$ cat src/hdl/cfr_pkg.sv
// Package for the command frame receiver.
// Holds the payload types, the frame byte codes, the reply codes and the CRC-8 update.
// It depends on nothing else.
package cfr_pkg;

   typedef logic [7:0] byte_type;
   typedef logic [1:0] reply_type;

   localparam byte_type HDR_BYTE  = 8'hFF;
   localparam byte_type ACK_BYTE  = 8'hAA;
   localparam byte_type TAIL_BYTE = 8'h55;

   localparam byte_type ID_LAMP   = 8'h20;
   localparam byte_type ID_SERVO  = 8'h40;
   localparam byte_type ID_BUZZER = 8'h80;

   localparam byte_type CRC_POLY  = 8'h07;
   localparam byte_type CRC_INIT  = 8'hFF;
   localparam byte_type CRC_MSB   = 8'h80;

   localparam reply_type REPLY_NONE    = 2'd0;
   localparam reply_type REPLY_OK      = 2'd1;
   localparam reply_type REPLY_CRC_ERR = 2'd2;

   // CRC-8, MSB first, one whole byte per call.
   function automatic byte_type crc_feed(input byte_type crc, input byte_type data);
      byte_type c;
      c = crc ^ data;
      for (int k = 0; k < 8; k++) begin
         if ((c & CRC_MSB) != 8'h00) begin
            c = {c[6:0], 1'b0} ^ CRC_POLY;
         end else begin
            c = {c[6:0], 1'b0};
         end
      end
      return c;
   endfunction

endpackage

$ cat src/hdl/cfr_req_if.sv
// Request channel of the command frame receiver: one received byte per request.
// Depends on cfr_pkg.
interface cfr_req_if;
   logic              valid;
   logic              ready;
   cfr_pkg::byte_type rx_byte;

   modport source (output valid, output rx_byte, input ready);
   modport sink   (input valid, input rx_byte, output ready);
endinterface

$ cat src/hdl/cfr_rsp_if.sv
// Result channel of the command frame receiver: mode registers and the reply code.
// Depends on cfr_pkg.
interface cfr_rsp_if;
   logic               valid;
   logic               ready;
   cfr_pkg::byte_type  lamp_mode;
   cfr_pkg::byte_type  arm_mode;
   cfr_pkg::byte_type  tone_mode;
   cfr_pkg::reply_type reply_code;

   modport source (output valid, output lamp_mode, output arm_mode,
                   output tone_mode, output reply_code, input ready);
   modport sink   (input valid, input lamp_mode, input arm_mode,
                   input tone_mode, input reply_code, output ready);
endinterface

$ cat src/hdl/command_frame_receiver.sv
// Command frame receiver: each accepted request passes the input and result registers.
// Throughput is one request per cycle; the input register, the frame state update and
// the result register form a two-stage pipeline that stalls only on result back pressure.
// Synchronous active-high reset returns to header hunt with the CRC at 0xFF and all
// mode registers at zero. Depends on cfr_pkg, cfr_req_if and cfr_rsp_if.
module command_frame_receiver (
   input logic     clock,
   input logic     reset,
   cfr_req_if.sink req_if,
   cfr_rsp_if.source rsp_if
);

   localparam logic [2:0] PH_HUNT  = 3'd0;
   localparam logic [2:0] PH_COUNT = 3'd1;
   localparam logic [2:0] PH_ID    = 3'd2;
   localparam logic [2:0] PH_VALUE = 3'd3;
   localparam logic [2:0] PH_ACK   = 3'd4;
   localparam logic [2:0] PH_CRC   = 3'd5;
   localparam logic [2:0] PH_TAIL  = 3'd6;

   logic               s1_valid_ff;
   cfr_pkg::byte_type  s1_byte_ff;
   logic               rsp_valid_ff;
   logic               advance;

   logic [2:0]         phase_ff, phase_in;
   cfr_pkg::byte_type  pairs_ff, pairs_in;
   cfr_pkg::byte_type  id_ff, id_in;
   cfr_pkg::byte_type  crc_ff, crc_in;
   cfr_pkg::byte_type  lamp_ff, lamp_in;
   cfr_pkg::byte_type  servo_ff, servo_in;
   cfr_pkg::byte_type  buzzer_ff, buzzer_in;
   cfr_pkg::reply_type reply_ff, reply_in;
   cfr_pkg::byte_type  crc_fed;
   cfr_pkg::byte_type  pairs_dec;

   assign advance      = s1_valid_ff && (!rsp_valid_ff || rsp_if.ready);
   assign req_if.ready = !s1_valid_ff || advance;

   assign rsp_if.valid      = rsp_valid_ff;
   assign rsp_if.lamp_mode  = lamp_ff;
   assign rsp_if.arm_mode   = servo_ff;
   assign rsp_if.tone_mode  = buzzer_ff;
   assign rsp_if.reply_code = reply_ff;

   assign crc_fed   = cfr_pkg::crc_feed(crc_ff, s1_byte_ff);
   assign pairs_dec = pairs_ff - 8'd1;

   always_comb begin
      phase_in  = phase_ff;
      pairs_in  = pairs_ff;
      id_in     = id_ff;
      crc_in    = crc_ff;
      lamp_in   = lamp_ff;
      servo_in  = servo_ff;
      buzzer_in = buzzer_ff;
      reply_in  = cfr_pkg::REPLY_NONE;
      unique case (phase_ff)
         PH_HUNT: begin
            if (s1_byte_ff == cfr_pkg::HDR_BYTE) begin
               crc_in   = crc_fed;
               phase_in = PH_COUNT;
            end
         end
         PH_COUNT: begin
            crc_in   = crc_fed;
            pairs_in = s1_byte_ff;
            phase_in = PH_ID;
         end
         PH_ID: begin
            crc_in   = crc_fed;
            id_in    = s1_byte_ff;
            phase_in = PH_VALUE;
         end
         PH_VALUE: begin
            crc_in   = crc_fed;
            priority if (id_ff == cfr_pkg::ID_LAMP) begin
               lamp_in = s1_byte_ff;
            end else if (id_ff == cfr_pkg::ID_SERVO) begin
               servo_in = s1_byte_ff;
            end else if (id_ff == cfr_pkg::ID_BUZZER) begin
               buzzer_in = s1_byte_ff;
            end else begin
               lamp_in = lamp_ff;
            end
            pairs_in = pairs_dec;
            phase_in = (pairs_dec == 8'd0) ? PH_ACK : PH_ID;
         end
         PH_ACK: begin
            if (s1_byte_ff == cfr_pkg::ACK_BYTE) begin
               crc_in   = crc_fed;
               phase_in = PH_CRC;
            end
         end
         PH_CRC: begin
            if (s1_byte_ff == crc_ff) begin
               phase_in = PH_TAIL;
            end else begin
               phase_in = PH_HUNT;
               crc_in   = cfr_pkg::CRC_INIT;
               id_in    = 8'h00;
               reply_in = cfr_pkg::REPLY_CRC_ERR;
            end
         end
         default: begin
            if (s1_byte_ff == cfr_pkg::TAIL_BYTE) begin
               phase_in = PH_HUNT;
               crc_in   = cfr_pkg::CRC_INIT;
               id_in    = 8'h00;
               reply_in = cfr_pkg::REPLY_OK;
            end
         end
      endcase
   end

   always_ff @(posedge clock) begin
      if (reset) begin
         s1_valid_ff  <= 1'b0;
         rsp_valid_ff <= 1'b0;
         phase_ff     <= PH_HUNT;
         pairs_ff     <= 8'h00;
         id_ff        <= 8'h00;
         crc_ff       <= cfr_pkg::CRC_INIT;
         lamp_ff      <= 8'h00;
         servo_ff     <= 8'h00;
         buzzer_ff    <= 8'h00;
      end else begin
         if (req_if.ready) begin
            s1_valid_ff <= req_if.valid;
         end
         if (advance) begin
            rsp_valid_ff <= 1'b1;
            phase_ff     <= phase_in;
            pairs_ff     <= pairs_in;
            id_ff        <= id_in;
            crc_ff       <= crc_in;
            lamp_ff      <= lamp_in;
            servo_ff     <= servo_in;
            buzzer_ff    <= buzzer_in;
         end else if (rsp_if.ready) begin
            rsp_valid_ff <= 1'b0;
         end
      end
   end

   always_ff @(posedge clock) begin
      if (req_if.ready) begin
         s1_byte_ff <= req_if.rx_byte;
      end
      if (advance) begin
         reply_ff <= reply_in;
      end
   end

`ifndef ASSERT_OFF
   // A frame that has just ended leaves the receiver hunting with a fresh CRC.
   assert property (@(posedge clock) disable iff (reset)
      (rsp_valid_ff && reply_ff != cfr_pkg::REPLY_NONE) |->
         (phase_ff == PH_HUNT && crc_ff == cfr_pkg::CRC_INIT && id_ff == 8'h00))
      else $error("frame end did not restart the receiver");

   // Only the header byte has entered the CRC when the count byte is awaited.
   assert property (@(posedge clock) disable iff (reset)
      (phase_ff == PH_COUNT) |->
         (crc_ff == cfr_pkg::crc_feed(cfr_pkg::CRC_INIT, cfr_pkg::HDR_BYTE)))
      else $error("CRC after header is wrong");

   // The frame state moves only when a result is produced.
   assert property (@(posedge clock) disable iff (reset)
      !advance |=> ($stable(phase_ff) && $stable(crc_ff) && $stable(pairs_ff)))
      else $error("frame state changed without a result");
`endif

endmodule

$ cat src/flat_wrapper.sv
// flat-port wrapper written by rule: the top's interface ports become plain ports
module command_frame_receiver_flat 
  (clock, reset, req_if_valid, req_if_rx_byte, req_if_ready, rsp_if_valid, rsp_if_lamp_mode, rsp_if_arm_mode, rsp_if_tone_mode, rsp_if_reply_code, rsp_if_ready);
  cfr_req_if req_if_i ();
  cfr_rsp_if rsp_if_i ();
  input logic clock;
  input logic reset;
  input wire logic [$bits(req_if_i.valid)-1:0] req_if_valid;
  input wire logic [$bits(req_if_i.rx_byte)-1:0] req_if_rx_byte;
  output wire logic [$bits(req_if_i.ready)-1:0] req_if_ready;
  output wire logic [$bits(rsp_if_i.valid)-1:0] rsp_if_valid;
  output wire logic [$bits(rsp_if_i.lamp_mode)-1:0] rsp_if_lamp_mode;
  output wire logic [$bits(rsp_if_i.arm_mode)-1:0] rsp_if_arm_mode;
  output wire logic [$bits(rsp_if_i.tone_mode)-1:0] rsp_if_tone_mode;
  output wire logic [$bits(rsp_if_i.reply_code)-1:0] rsp_if_reply_code;
  input wire logic [$bits(rsp_if_i.ready)-1:0] rsp_if_ready;
  assign req_if_i.valid = req_if_valid;
  assign req_if_i.rx_byte = req_if_rx_byte;
  assign req_if_ready = req_if_i.ready;
  assign rsp_if_valid = rsp_if_i.valid;
  assign rsp_if_lamp_mode = rsp_if_i.lamp_mode;
  assign rsp_if_arm_mode = rsp_if_i.arm_mode;
  assign rsp_if_tone_mode = rsp_if_i.tone_mode;
  assign rsp_if_reply_code = rsp_if_i.reply_code;
  assign rsp_if_i.ready = rsp_if_ready;
  command_frame_receiver u_core (.clock(clock), .reset(reset), .req_if(req_if_i), .rsp_if(rsp_if_i));
endmodule
$ cat config.mk
export PLATFORM = sky130hd
export DESIGN_NAME = command_frame_receiver_flat
export DESIGN_NICKNAME = d
export VERILOG_FILES = /design/src/hdl/cfr_pkg.sv /design/src/hdl/cfr_req_if.sv /design/src/hdl/cfr_rsp_if.sv /design/src/hdl/command_frame_receiver.sv /design/src/flat_wrapper.sv
export SDC_FILE = /design/constraint.sdc
export NUM_CORES = 1
export LEC_CHECK = 0
export BUFFER_PORTS_ARGS = -buffer_cell sky130_fd_sc_hd__buf_2
export CAP_MARGIN = 10
export CORE_MARGIN = 2
export CORE_UTILIZATION = 50
export CTS_CLUSTER_SIZE = 30
export DETAILED_ROUTE_END_ITERATION = 10
export PLACE_DENSITY = 0.76
export SYNTH_ARGS = -nofsm -noshare
export SYNTH_HDL_FRONTEND = slang
export SYNTH_SLANG_ARGS = --single-unit
$ cat constraint.sdc
create_clock -name clock -period 4.9 [get_ports clock]
set_clock_uncertainty 0.1 [all_clocks]
set_input_delay 0.49 -clock clock [delete_from_list [all_inputs] [get_ports clock]]
set_output_delay 0.49 -clock clock [all_outputs]
set_load 0.05 [all_outputs]
## Yosys cells after proc, flatten, opt, wreduce, memory -nomap -nowiden

Cells that the tools add are included.
Widths: inputs -> output; s select.

| cells by class | value |
|---|---|
| divide/modulo/power cells | 0 |
| muxes and demuxes | 28 |
| $add $sub $neg | 1 |
| shift operators | 0 |
| bitwise operators | 12 |
| $lt $le $gt $ge | 0 |
| multiply operators | 0 |
| reduce and logical (&&, ||, !) cells | 22 |
| eq/ne operators | 15 |

Operators by type and width:

| cell | number |
|---|---|
| $mux 8 | 6 |
| $mux 3 | 13 |
| $pmux 8 s4 | 1 |
| $eq 8x8->1 const B | 3 |
| $not 3->3 | 8 |
| $pmux 8 s3 | 1 |
| $pmux 3 s6 | 1 |
| $eq 8x7->1 const B | 2 |
| $pmux 8 s2 | 1 |
| $reduce_and 4->1 | 3 |
| $reduce_and 5->1 | 2 |
| $eq 8x6->1 const B | 1 |
| $eq 8x8->1 | 1 |
| $logic_not 8->1 | 1 |
| $sub 8x1->8 const B | 1 |
| $xor 8x8->8 | 1 |
| $reduce_bool 7->1 | 1 |
| $eq 3x2->1 const B | 2 |
| $eq 3x3->1 const B | 2 |
| $reduce_bool 5->1 | 1 |
| $reduce_or 5->1 | 1 |
| $ne 2x1->1 const B | 2 |
| $pmux 2 s2 | 1 |
| $reduce_bool 2->1 | 2 |
| other kinds (14) | 20 |

| storage, ports and cells | value |
|---|---|
| latch bits | 0 |
| memories kept | 0 |
| bits in registers | 63 |
| input bits | 12 |
| word-level logic and storage cells | 89 |
| bits in read-only memories | 0 |
| bits in writable memories | 0 |
| output and inout bits | 28 |

## Depth between registers and ports, before layout

Gate-level depths: netlist of run 1.

| logic depth | value |
|---|---|
| depth after elaboration | 19 |
| mapped depth | 9 |

## Worst setup path before layout of run 1

No wires, ideal clock.

| path | value |
|---|---|
| path type | reg2reg |
| start point | reg u_core.s1_byte_ff[5] |
| end point | reg u_core.crc_ff[2] |
| data arrival time | 2,108 ps |
| setup slack | 2,547 ps |
| stages on the path, launching flop included | 10 |
| path through | edfxtp_1 -> buf_2 -> xnor2_1 -> ha_1 -> nand3_1 -> or3_4 -> o32a_2 -> buf_6 -> a311oi_2 -> a41oi_1 |

| between the ends | value |
|---|---|
| longest elaborated chain between the ends | 3 |
| elaborated cells on any way between the ends | 9 |
| those cells by class | 7 x eq/ne; 2 x reduce/logical |

RTL lines:

| item | line | RTL |
|---|---|---|
| start: declaration | command_frame_receiver.sv:22 | `cfr_pkg::byte_type s1_byte_ff;` |
| start signal: assignment | command_frame_receiver.sv:148 | `s1_byte_ff <= req_if.rx_byte;` |
| $eq 8x7->1, or another cell as far along | command_frame_receiver.sv:106 | `if (s1_byte_ff == cfr_pkg::TAIL_BYTE) begin` |
| $reduce_bool 5->1 (no source line), or another cell as far along | - |  |
| $reduce_and 5->1 (no source line) * | - |  |
| end signal: assignment | command_frame_receiver.sv:123 | `crc_ff <= cfr_pkg::CRC_INIT;` |
| end signal: assignment | command_frame_receiver.sv:136 | `crc_ff <= crc_in;` |
| end: declaration | command_frame_receiver.sv:29 | `cfr_pkg::byte_type crc_ff, crc_in;` |

Every way passes the cells marked *; elsewhere a longest branch is shown, timed or not.
A chain may end at the register's enable or synchronous reset.

## Final worst setup path of run 1

| path | value |
|---|---|
| start point | reg u_core.s1_byte_ff[3] |
| end point | reg u_core.crc_ff[1] |

The elaborated chain is that of the path after synthesis.

==> impl_metrics.py, run 1 <==
metrics = {
    "status": {
        "status": "finished clean",
    },
    "drt": {
        "vias_per_cell": 5.83,
        "postRouteAntennaNets": 0,
        "drc_errors": 0,
        "via_count": 2599,
        "drt_iter0_drc": 203,
        "wirelength_mm": 7.33,
        "firstDrtPassIters": 5,
        "wire_per_inst_um": 16.4,
    },
    "setup_path": {
        "cp-end-kind": "flip-flop",
        "path_class": "flip-flop to flip-flop",
        "regToRegStartpoint": "u_core.s1_byte_ff[3]",
        "crit_path_max_fanout": 16,
        "startpoint": "u_core.s1_byte_ff[3]",
        "cp.required_ns": 5.03,
        "cp-start-kind": "flip-flop",
        "arrival_ns": 2.79,
    },
    "floorplanning": {
        "initial_core_util_pct": 51.6,
        "die_area_mm2": 0.00717,
        "dieWidth_um": 84.7,
        "rows": 29,
        "core_mm2": 0.00631,
        "io_pins": 40,
        "die_y_um": 84.7,
    },
    "logic_synthesis": {
        "synthTopCellsByArea": "dfxtp_1 (33%), edfxtp_1 (9.2%), mux2i_1 (7.7%)",
        "synthTopCellsByCount": "nor2_1 (55), dfxtp_1 (53), mux2i_1 (25)",
        "synth-async-reset-ratio_pct": 0,
        "synth_top_area_share_pct": 32.6,
        "synth_fp_nets": 357,
        "syn_area_per_cell_um2": 9.64,
        "yosysWarnings": 0,
        "netlist_instances": 338,
        "synth.most_common_cell": "nor2_1",
        "syn_area_mm2": 0.00326,
        "synth_cell_types": 60,
        "yosysTopAreaCell": "dfxtp_1",
        "yosysSeqAreaShare_pct": 41.8,
        "synth_edf_count": 10,
        "synth_ff_type": "dfxtp_1",
        "synth-seq-cells": 63,
    },
    "run": {
        "max-cap-violations": 0,
    },
    "grt": {
        "grt_max_degree": 56,
        "antenna_found_initial": 0,
        "grt_pass1_vias": 2483,
        "grt_pass1_wl_mm": 12.2,
        "grt.total_usage_pct": 21.3,
        "grt_overflow": 0,
    },
    "placed_design": {
        "io_buffers": 39,
        "dpl.hpwl_mm": 4.72,
        "gp_congestion": 0.808,
        "dp.cells": 430,
    },
    "cts": {
        "clock_latency_ns": 0.34,
        "cts_tree": "built",
        "path_clk_slew_ns": 0.07,
        "cts_resized": 0,
        "cts-root-buf": "clkbuf_8",
        "post_cts_buffers": 0,
        "numClockSinks": 63,
        "cts_max_level": 3,
        "clock_path_buffers": 2,
        "postCtsHoldBufs": 0,
        "cts_buffers": 9,
    },
    "timing": {
        "rsz0062_at_grt": "false",
        "relSlewSlack_pct": 33.1,
        "setup_violations": 0,
        "worst_pin_slew_ns": 1.00,
        "maxSlewViolCount": 0,
        "tns_ns": 0,
        "period_needed_ns": 2.66,
        "hold_viol_final": 0,
        "final.period_utilization_pct": 54.2,
        "fmax_mhz": 376,
    },
    "power_and_ir_drop": {
        "p_total_uw": 1100,
        "power_density_mw_per_mm2": 302,
        "ir_drop_mv": 0.226,
        "p_leak_uw": 0.00138,
    },
    "min_path": {
        "holdCritStartpoint": "req_if_rx_byte[6]",
        "worst_hold_path_type": "input pin to flip-flop",
    },
    "layout": {
        "syn_to_final_growth_pct": 11.8,
        "n_antenna_cell": 0,
        "drive_gt1_share_pct": 20.3,
        "final_net_count": 383,
        "final_cells": 446,
    },
}
## worst paths after layout
kind	slack, ns	to	cells past startpoint
worst max-delay path	2.24	u_core.crc_ff[1]	7
worst max register to register	2.24	u_core.crc_ff[1]	7
worst min register to register	0.40	u_core.rsp_if.tone_mode[1]	2
worst min-delay path	0.23	u_core.s1_byte_ff[6]	1
## cell usage in the layout, fill, tap and decap left out, types with 2 or more instances in the layout
cell type	n
nor2_1	55
dfxtp_1	53
buf_2	39
mux2i_1	25
a21oi_1	22
nand2_1	18
xnor2_1	17
edfxtp_1	10
clkbuf_8	9
a22oi_1	8
nand3_1	7
ha_1	7
inv_1	6
o21bai_1	6
nor3_1	5
and4_2	5
nand2b_1	4
xor2_1	4
o21ai_0	4
clkinv_2	4
and4_1	3
nor3b_1	3
nor4_4	3
o22ai_1	3
a211oi_1	3
xnor3_1	3
nor2b_1	2
or3_1	2
nand3b_1	2
nor4_1	2
nand4_1	2
o21ai_1	2
and2_1	2
bufinv_16	2
## routing by layer
metal	global-route usage, %	up-vias	routed length, µm
li1	-	1253	-
met1	28.8	1234	3320
met2	32.8	99	3420
met3	4.42	13	474
met4	9.81	0	113
met5	0	-	0
## power by group
part / total, µW / internal (µW) / switching, µW / leakage (µW)
Clock: 489 / 283 / 207 / 0.000109
Sequential: 548 / 531 / 17.0 / 0.000531
Combinational: 62.9 / 29.2 / 33.7 / 0.000739
Total: 1100 / 842 / 257 / 0.00138
## metrics by stage
step / utilization, % / cell area (µm²) / hold slack (ns) / setup WS [ns]
floorplan: - / 3260 / 0.366 / 2.55
global placement: 54.3 / 3430 / 0.368 / 2.31
detailed placement: 54.3 / 3430 / 0.378 / 2.28
CTS: 57.7 / 3640 / 0.218 / 2.26
global route: 57.7 / 3640 / 0.215 / 2.15
finish: 57.7 / 3640 / 0.227 / 2.24
## flip-flops by register name, summed over array words and instances (netlist names), 2 cells and up
signal	flops
u_core.crc_ff	8
u_core.rsp_if.tone_mode	8
u_core.s1_byte_ff	8
u_core.rsp_if.arm_mode	8
u_core.pairs_ff	8
u_core.rsp_if.lamp_mode	8
u_core.rsp_if.reply_code	2
u_core.id_ff	8
u_core.phase_ff	3
## final cells by class
type,count,area (µm²)
fill,566,2670
clock inverter,7,87.6
multi-input combinational,245,1750
tap,77,96.3
inverter,6,22.5
clock buffer,9,124
sequential,63,1360
timing repair buffer,39,195
## critical path, stage by stage (launching register included)
cell      delay (ns)
edfxtp_1        0.58
xnor2_1         0.40
ha_1            0.22
nand3_1         0.10
or3_4           0.42
o32a_2          0.32
a31o_2          0.27
a21o_1          0.14
## kinds of logic (layout without fill, tap and decap cells)
| family | after synthesis | after routing | synth area share (%) |
|---|---|---|---|
| AND/OR/NAND/NOR | 123 | 123 | 21.2 |
| AO/OA/AOI/OAI | 65 | 65 | 13.8 |
| flip-flops | 63 | 63 | 41.8 |
| buffers and inverters | 30 | 61 | 4.34 |
| XOR/XNOR | 25 | 25 | 8.57 |
| multiplexers | 25 | 25 | 7.68 |
| adder cells (fa/ha/maj) | 7 | 7 | 2.69 |
Note: power is estimated with default switching activity, not from simulation.
==> run 2, diff against run 1 <==
--- a/config.mk
+++ b/config.mk
@@ -11,7 +11,7 @@
 export CORE_UTILIZATION = 50
 export CTS_CLUSTER_SIZE = 30
 export DETAILED_ROUTE_END_ITERATION = 10
-export PLACE_DENSITY = 0.76
+export PLACE_DENSITY = 0.79
 export SYNTH_ARGS = -nofsm -noshare
 export SYNTH_HDL_FRONTEND = slang
 export SYNTH_SLANG_ARGS = --single-unit
==> constraint.sdc (replaced) <==
create_clock -name clock -period 2.4 [get_ports clock]
set_clock_uncertainty 0.1 [all_clocks]
set_input_delay 0.24 -clock clock [delete_from_list [all_inputs] [get_ports clock]]
set_output_delay 0.24 -clock clock [all_outputs]
set_load 0.05 [all_outputs]
==> run 2 against run 1 <==
  * Setup slack lost 2.1 ns
  * Largest power group unchanged
  * Highest routed layer unchanged
  * Non-clock buffer count grew 30
  * Via count grew 5.5%
  * Critical path type unchanged
==> impl_metrics.py, run 2 (synthesized netlist as in run 1, its figures left out) <==
metrics = {
    "status": {
        "status": "finished clean",
    },
    "layout": {
        "final_net_count": 413,
        "layout_commonest_cell": "nor2_1",
        "layout_common_cells": "nor2_1 (55), dfxtp_1 (53), buf_2 (39), mux2i_1 (25)",
        "post-route-util_pct": 62.1,
        "syn_to_final_growth_pct": 20.5,
        "drive_gt1_share_pct": 25.3,
        "nFillCells": 492,
        "n_antenna_cell": 0,
    },
    "run": {
        "max-cap-violations": 0,
    },
    "floorplanning": {
        "initial_core_util_pct": 51.6,
        "die_area_mm2": 0.00717,
        "die_y_um": 84.7,
        "rows": 29,
        "core_mm2": 0.00631,
        "dieWidth_um": 84.7,
        "io_pins": 40,
    },
    "power_and_ir_drop": {
        "p_switching_uw": 559,
        "p_leak_uw": 0.00155,
        "combPwrFrac_pct": 8.4,
        "clkPwrFrac_pct": 42.5,
        "p_int_uw": 1680,
        "switching_share_pct": 25.0,
        "power_density_mw_per_mm2": 570,
        "seqPwrFrac_pct": 49.1,
        "ir_drop_mv": 0.557,
    },
    "grt": {
        "gr-usage-met2_pct": 40.4,
        "grt_overflow": 0,
        "use_met1_pct": 29.5,
        "grt_pass1_vias": 2709,
        "grt.total_usage_pct": 24.2,
        "busiest_layer": "met2",
        "antenna_found_initial": 0,
        "use_met3_pct": 5.41,
        "grt_pass1_wl_mm": 13.6,
        "grt_max_degree": 34,
    },
    "setup_path": {
        "regToRegStartpoint": "u_core.s1_byte_ff[3]",
        "path_class": "flip-flop to flip-flop",
        "cp.required_ns": 2.55,
        "crit_path_max_fanout": 16,
        "critical_path.cell_chain": "xnor2_2 > ha_1 > nand3_1 > or3_4 > o32a_4 > a31o_2 > a21o_1",
        "arrival_ns": 2.45,
        "crit_buf_inv": 0,
        "cp-start-kind": "flip-flop",
        "crit_family": "compound AO/OA/AOI/OAI gates",
        "cp-end-kind": "flip-flop",
        "crit_slowest_cell": "edfxtp_1",
        "r2r_slack_ns": 0.09,
        "max_stage_delay_ns": 0.44,
        "r2r-end": "u_core.crc_ff[1]",
        "worstRegToRegCells": 7,
    },
    "min_path": {
        "worst_hold_path_type": "input pin to flip-flop",
        "hold-path-cell-count": 3,
        "holdCritStartpoint": "req_if_valid",
        "worstHoldEndpoint": "u_core.s1_valid_ff",
    },
    "timing": {
        "relSlewSlack_pct": 58.4,
        "fmax_mhz": 434,
        "hold_ws_ns": 0.00972,
        "final.period_utilization_pct": 96.1,
        "period_needed_ns": 2.31,
        "maxSlewViolCount": 0,
        "hold_viol_final": 0,
        "setup_violations": 0,
        "worst_pin_slew_ns": 0.624,
    },
    "cts": {
        "cts_max_level": 3,
        "numClockSinks": 63,
        "clock_path_buffers": 2,
        "cts_tree": "built",
        "path_clk_slew_ns": 0.07,
        "cts_buffers": 9,
        "cts-root-buf": "clkbuf_8",
        "clock_latency_ns": 0.35,
    },
    "drt": {
        "via_count": 2743,
        "postRouteAntennaNets": 0,
        "wire_per_inst_um": 17.7,
        "wirelength_mm": 8.42,
        "drc_errors": 0,
        "vias_per_cell": 5.76,
        "drt_iter0_drc": 216,
        "firstDrtPassIters": 4,
    },
    "placed_design": {
        "dpl.hpwl_mm": 5.20,
        "io_buffers": 39,
        "gp_congestion": 0.865,
    },
}
## run 2: cell count changes in the layout (fill, tap and decap cells not counted), sizes merged
cell and change:
buf +22, clkinv -2, dlygate4sd3 +8, bufinv -1
clkbuf +2, clkinvlp +1
## run 2: how the worst max path moves through the flow
stage,startpoint,endpoint,cells after the start
after floorplan,u_core.s1_byte_ff[5],u_core.crc_ff[2],9
after global placement,u_core.s1_byte_ff[2],u_core.crc_ff[1],7
after detailed placement,u_core.s1_byte_ff[2],u_core.crc_ff[1],7
after CTS,u_core.s1_byte_ff[2],u_core.crc_ff[1],7
after global routing,u_core.s1_byte_ff[3],u_core.crc_ff[2],7
final,u_core.s1_byte_ff[3],u_core.crc_ff[1],7
## run 2: per-stage QoR
stage	TNS (ns)	std cells	worst slack [ns]	area, µm²	total power (µW)
2_1_floorplan	0	338	0.0466	3260	1240
3_3_place_gp	0	452	0.147	3590	1280
3_5_place_dp	0	452	0.0945	3590	1290
4_1_cts	0	476	0.0754	3870	2220
5_1_grt	-0.0563	476	-0.0375	3920	2300
6_report	0	476	0.0943	3920	2240
## run 2: power groups by stage
stage / Clock [µW] / Combinational (µW) / Sequential, µW
6_report: 951 / 188 / 1100
5_1_grt: 1000 / 201 / 1100
4_1_cts: 942 / 180 / 1100
3_5_place_dp: 0 / 168 / 1120
3_3_place_gp: 0 / 165 / 1120
2_1_floorplan: 0 / 117 / 1120
## run 2: layer usage
metal	vias to the layer above	wire length (µm)
li1	1315	-
met1	1307	3590
met2	99	4120
met3	22	482
met4	0	224
met5	-	0
## run 2: worst register-to-register path: stages, from the launching register on
cell,delay [ns]
edfxtp_1,0.44
xnor2_2,0.25
ha_1,0.19
nand3_1,0.12
or3_4,0.44
o32a_4,0.28
a31o_2,0.26
a21o_1,0.14
## run 2: area by class of cell
cell class	instances	area, µm²	area share [%]
Tap cell	77	96.3	2.46
Clock inverter	5	58.8	1.50
Inverter	6	22.5	0.574
Multi-Input combinational cell	245	1800	46.0
Timing Repair Buffer	69	440	11.2
Clock buffer	11	141	3.60
Sequential cell	63	1360	34.7
## run 2: repair_timing
item / in CTS / in global routing
setup endpoints to repair: 0 / 5
hold buffers: 8 / 0
gates resized for setup: 0 / 6
buffers inserted: 0 / 0
hold endpoints to repair: 8 / 0
==> run 3, diff against run 2 <==
--- a/config.mk
+++ b/config.mk
@@ -11,7 +11,7 @@
 export CORE_UTILIZATION = 50
 export CTS_CLUSTER_SIZE = 30
 export DETAILED_ROUTE_END_ITERATION = 10
-export PLACE_DENSITY = 0.79
+export PLACE_DENSITY = 0.76
 export SYNTH_ARGS = -nofsm -noshare
 export SYNTH_HDL_FRONTEND = slang
 export SYNTH_SLANG_ARGS = --single-unit
==> constraint.sdc (replaced) <==
create_clock -name clock -period 2.58 [get_ports clock]
set_clock_uncertainty 0.1 [all_clocks]
set_input_delay 0.258 -clock clock [delete_from_list [all_inputs] [get_ports clock]]
set_output_delay 0.258 -clock clock [all_outputs]
set_load 0.05 [all_outputs]
==> run 3 against run 2 <==
  * Die area unchanged
  * Design area grew 0.32%
  * Sequential cell count did not move
  * Clock power grew 22%
  * Critical endpoint unchanged
==> impl_metrics.py, run 3 (synthesized netlist as in run 1, its figures left out) <==
metrics = {
    "status": {
        "status": "finished clean",
    },
    "layout": {
        "drive_gt1_share_pct": 24.1,
        "layout_common_cells": "nor2_1 (55), dfxtp_1 (53), buf_2 (39), mux2i_1 (25), a21oi_1 (22)",
        "syn_to_final_growth_pct": 20.9,
        "n_antenna_cell": 0,
        "final_net_count": 412,
        "layout_commonest_cell": "nor2_1",
    },
    "drt": {
        "drc_errors": 0,
        "via_count": 2746,
        "wirelength_mm": 7.88,
        "vias_per_cell": 5.78,
        "drt_iter0_drc": 241,
        "wire_per_inst_um": 16.6,
        "postRouteAntennaNets": 0,
        "firstDrtPassIters": 5,
    },
    "power_and_ir_drop": {
        "clkPwrFrac_pct": 49.3,
        "seqPwrFrac_pct": 43.5,
        "ir_drop_mv": 0.457,
        "switching_share_pct": 22.0,
        "p_int_uw": 1830,
        "p_leak_uw": 0.00154,
        "combPwrFrac_pct": 7.2,
        "power_density_mw_per_mm2": 596,
        "p_switching_uw": 516,
    },
    "timing": {
        "hold_viol_final": 0,
        "worst_pin_slew_ns": 0.700,
        "tns_ns": 0,
        "period_needed_ns": 2.40,
        "final.period_utilization_pct": 93.0,
        "fmax_mhz": 417,
        "rsz0062_at_grt": "false",
        "setup_violations": 0,
        "setup_ws_ns": 0.180,
        "relSlewSlack_pct": 53.3,
        "maxSlewViolCount": 0,
    },
    "placed_design": {
        "gp_congestion": 0.828,
        "dpl.hpwl_mm": 5.02,
        "io_buffers": 39,
        "post-place-ws_ns": 0.247,
    },
    "grt": {
        "grt.total_usage_pct": 23.0,
        "grt_overflow": 0,
        "antenna_found_initial": 0,
        "grt_max_degree": 38,
        "grt_pass1_wl_mm": 13.0,
        "grt_pass1_vias": 2601,
    },
    "floorplanning": {
        "core_mm2": 0.00631,
        "dieWidth_um": 84.7,
        "die_y_um": 84.7,
        "io_pins": 40,
        "rows": 29,
        "initial_core_util_pct": 51.6,
        "die_area_mm2": 0.00717,
    },
    "cts": {
        "path_clk_slew_ns": 0.08,
        "numClockSinks": 63,
        "cts-root-buf": "clkbuf_8",
        "clock_latency_ns": 0.36,
        "cts_tree": "built",
        "clock_path_buffers": 2,
        "cts_max_level": 3,
        "cts_buffers": 9,
        "post_cts_buffers": 0,
    },
    "min_path": {
        "hold-path-cell-count": 3,
        "worstHoldEndpoint": "u_core.s1_valid_ff",
        "holdCritStartpoint": "req_if_valid",
        "worst_hold_path_type": "input pin to flip-flop",
    },
    "run": {
        "max-cap-violations": 0,
    },
    "setup_path": {
        "cp-end-kind": "flip-flop",
        "path_class": "flip-flop to flip-flop",
        "cp.required_ns": 2.73,
        "crit_path_max_fanout": 16,
        "regToRegStartpoint": "u_core.s1_byte_ff[2]",
        "arrival_ns": 2.55,
        "cp-start-kind": "flip-flop",
        "r2r_slack_ns": 0.18,
        "r2r-end": "u_core.crc_ff[1]",
        "worstRegToRegCells": 7,
    },
}
[run 3: critical path, cell delays in order (launching register included)]
cell and delay (ns):
edfxtp_1 0.41, xnor2_1 0.30, ha_1 0.21, nand3_1 0.11, or3_4 0.42, o32a_2 0.32, a31o_2 0.27, a21o_1 0.14
[run 3: area by class of cell]
type	count	area, µm²
clock buffers	9	124
clock inverters	7	145
multi-input cells	245	1750
inverters	6	22.5
fillers	504	2380
flip-flops and latches	63	1360
repair buffers	68	433
well taps	77	96.3
[run 3: worst max-delay path by stage]
stage	startpoint	to	cells past startpoint
finish	u_core.s1_byte_ff[2]	u_core.crc_ff[1]	7
global route	u_core.s1_byte_ff[2]	u_core.crc_ff[2]	7
CTS	u_core.s1_byte_ff[2]	u_core.crc_ff[1]	7
detailed placement	u_core.s1_byte_ff[2]	u_core.crc_ff[1]	7
global placement	u_core.s1_byte_ff[2]	u_core.crc_ff[1]	7
floorplan	u_core.s1_byte_ff[5]	u_core.crc_ff[2]	9
[run 3: routing by layer]
metal / share of wire (%) / track usage [%]
met2: 48 / 35.9
met3: 8.8 / 5.70
met4: 1.8 / 9.96
met1: 42 / 30.3
met5: 0 / 0
[run 3: metrics by stage]
stage | area, µm² | hold slack [ns] | total power (µW) | util [%] | cells
after global routing | 3940 | 0.0829 | 2400 | 62.3 | 475
after global placement | 3590 | 0.335 | 1200 | 56.8 | 451
final | 3940 | 0.0534 | 2340 | 62.3 | 475
after detailed placement | 3590 | 0.336 | 1200 | 56.8 | 451
after CTS | 3940 | 0.0469 | 2350 | 62.3 | 475
after floorplan | 3260 | 0.257 | 1150 | - | 338
[run 3: repair_timing]
item / CTS / global route
endpoints found under the setup margin: 0 / 0
gates resized for setup: 0 / 0
hold buffers: 8 / 0
endpoints found under the hold margin: 8 / 0
[run 3: power groups by stage]
stage | registers (µW) | logic (µW) | clock network (µW)
global placement | 1040 | 155 | 0
CTS | 1020 | 166 | 1160
global route | 1020 | 181 | 1200
finish | 1020 | 168 | 1160
floorplan | 1040 | 109 | 0
detailed placement | 1040 | 155 | 0
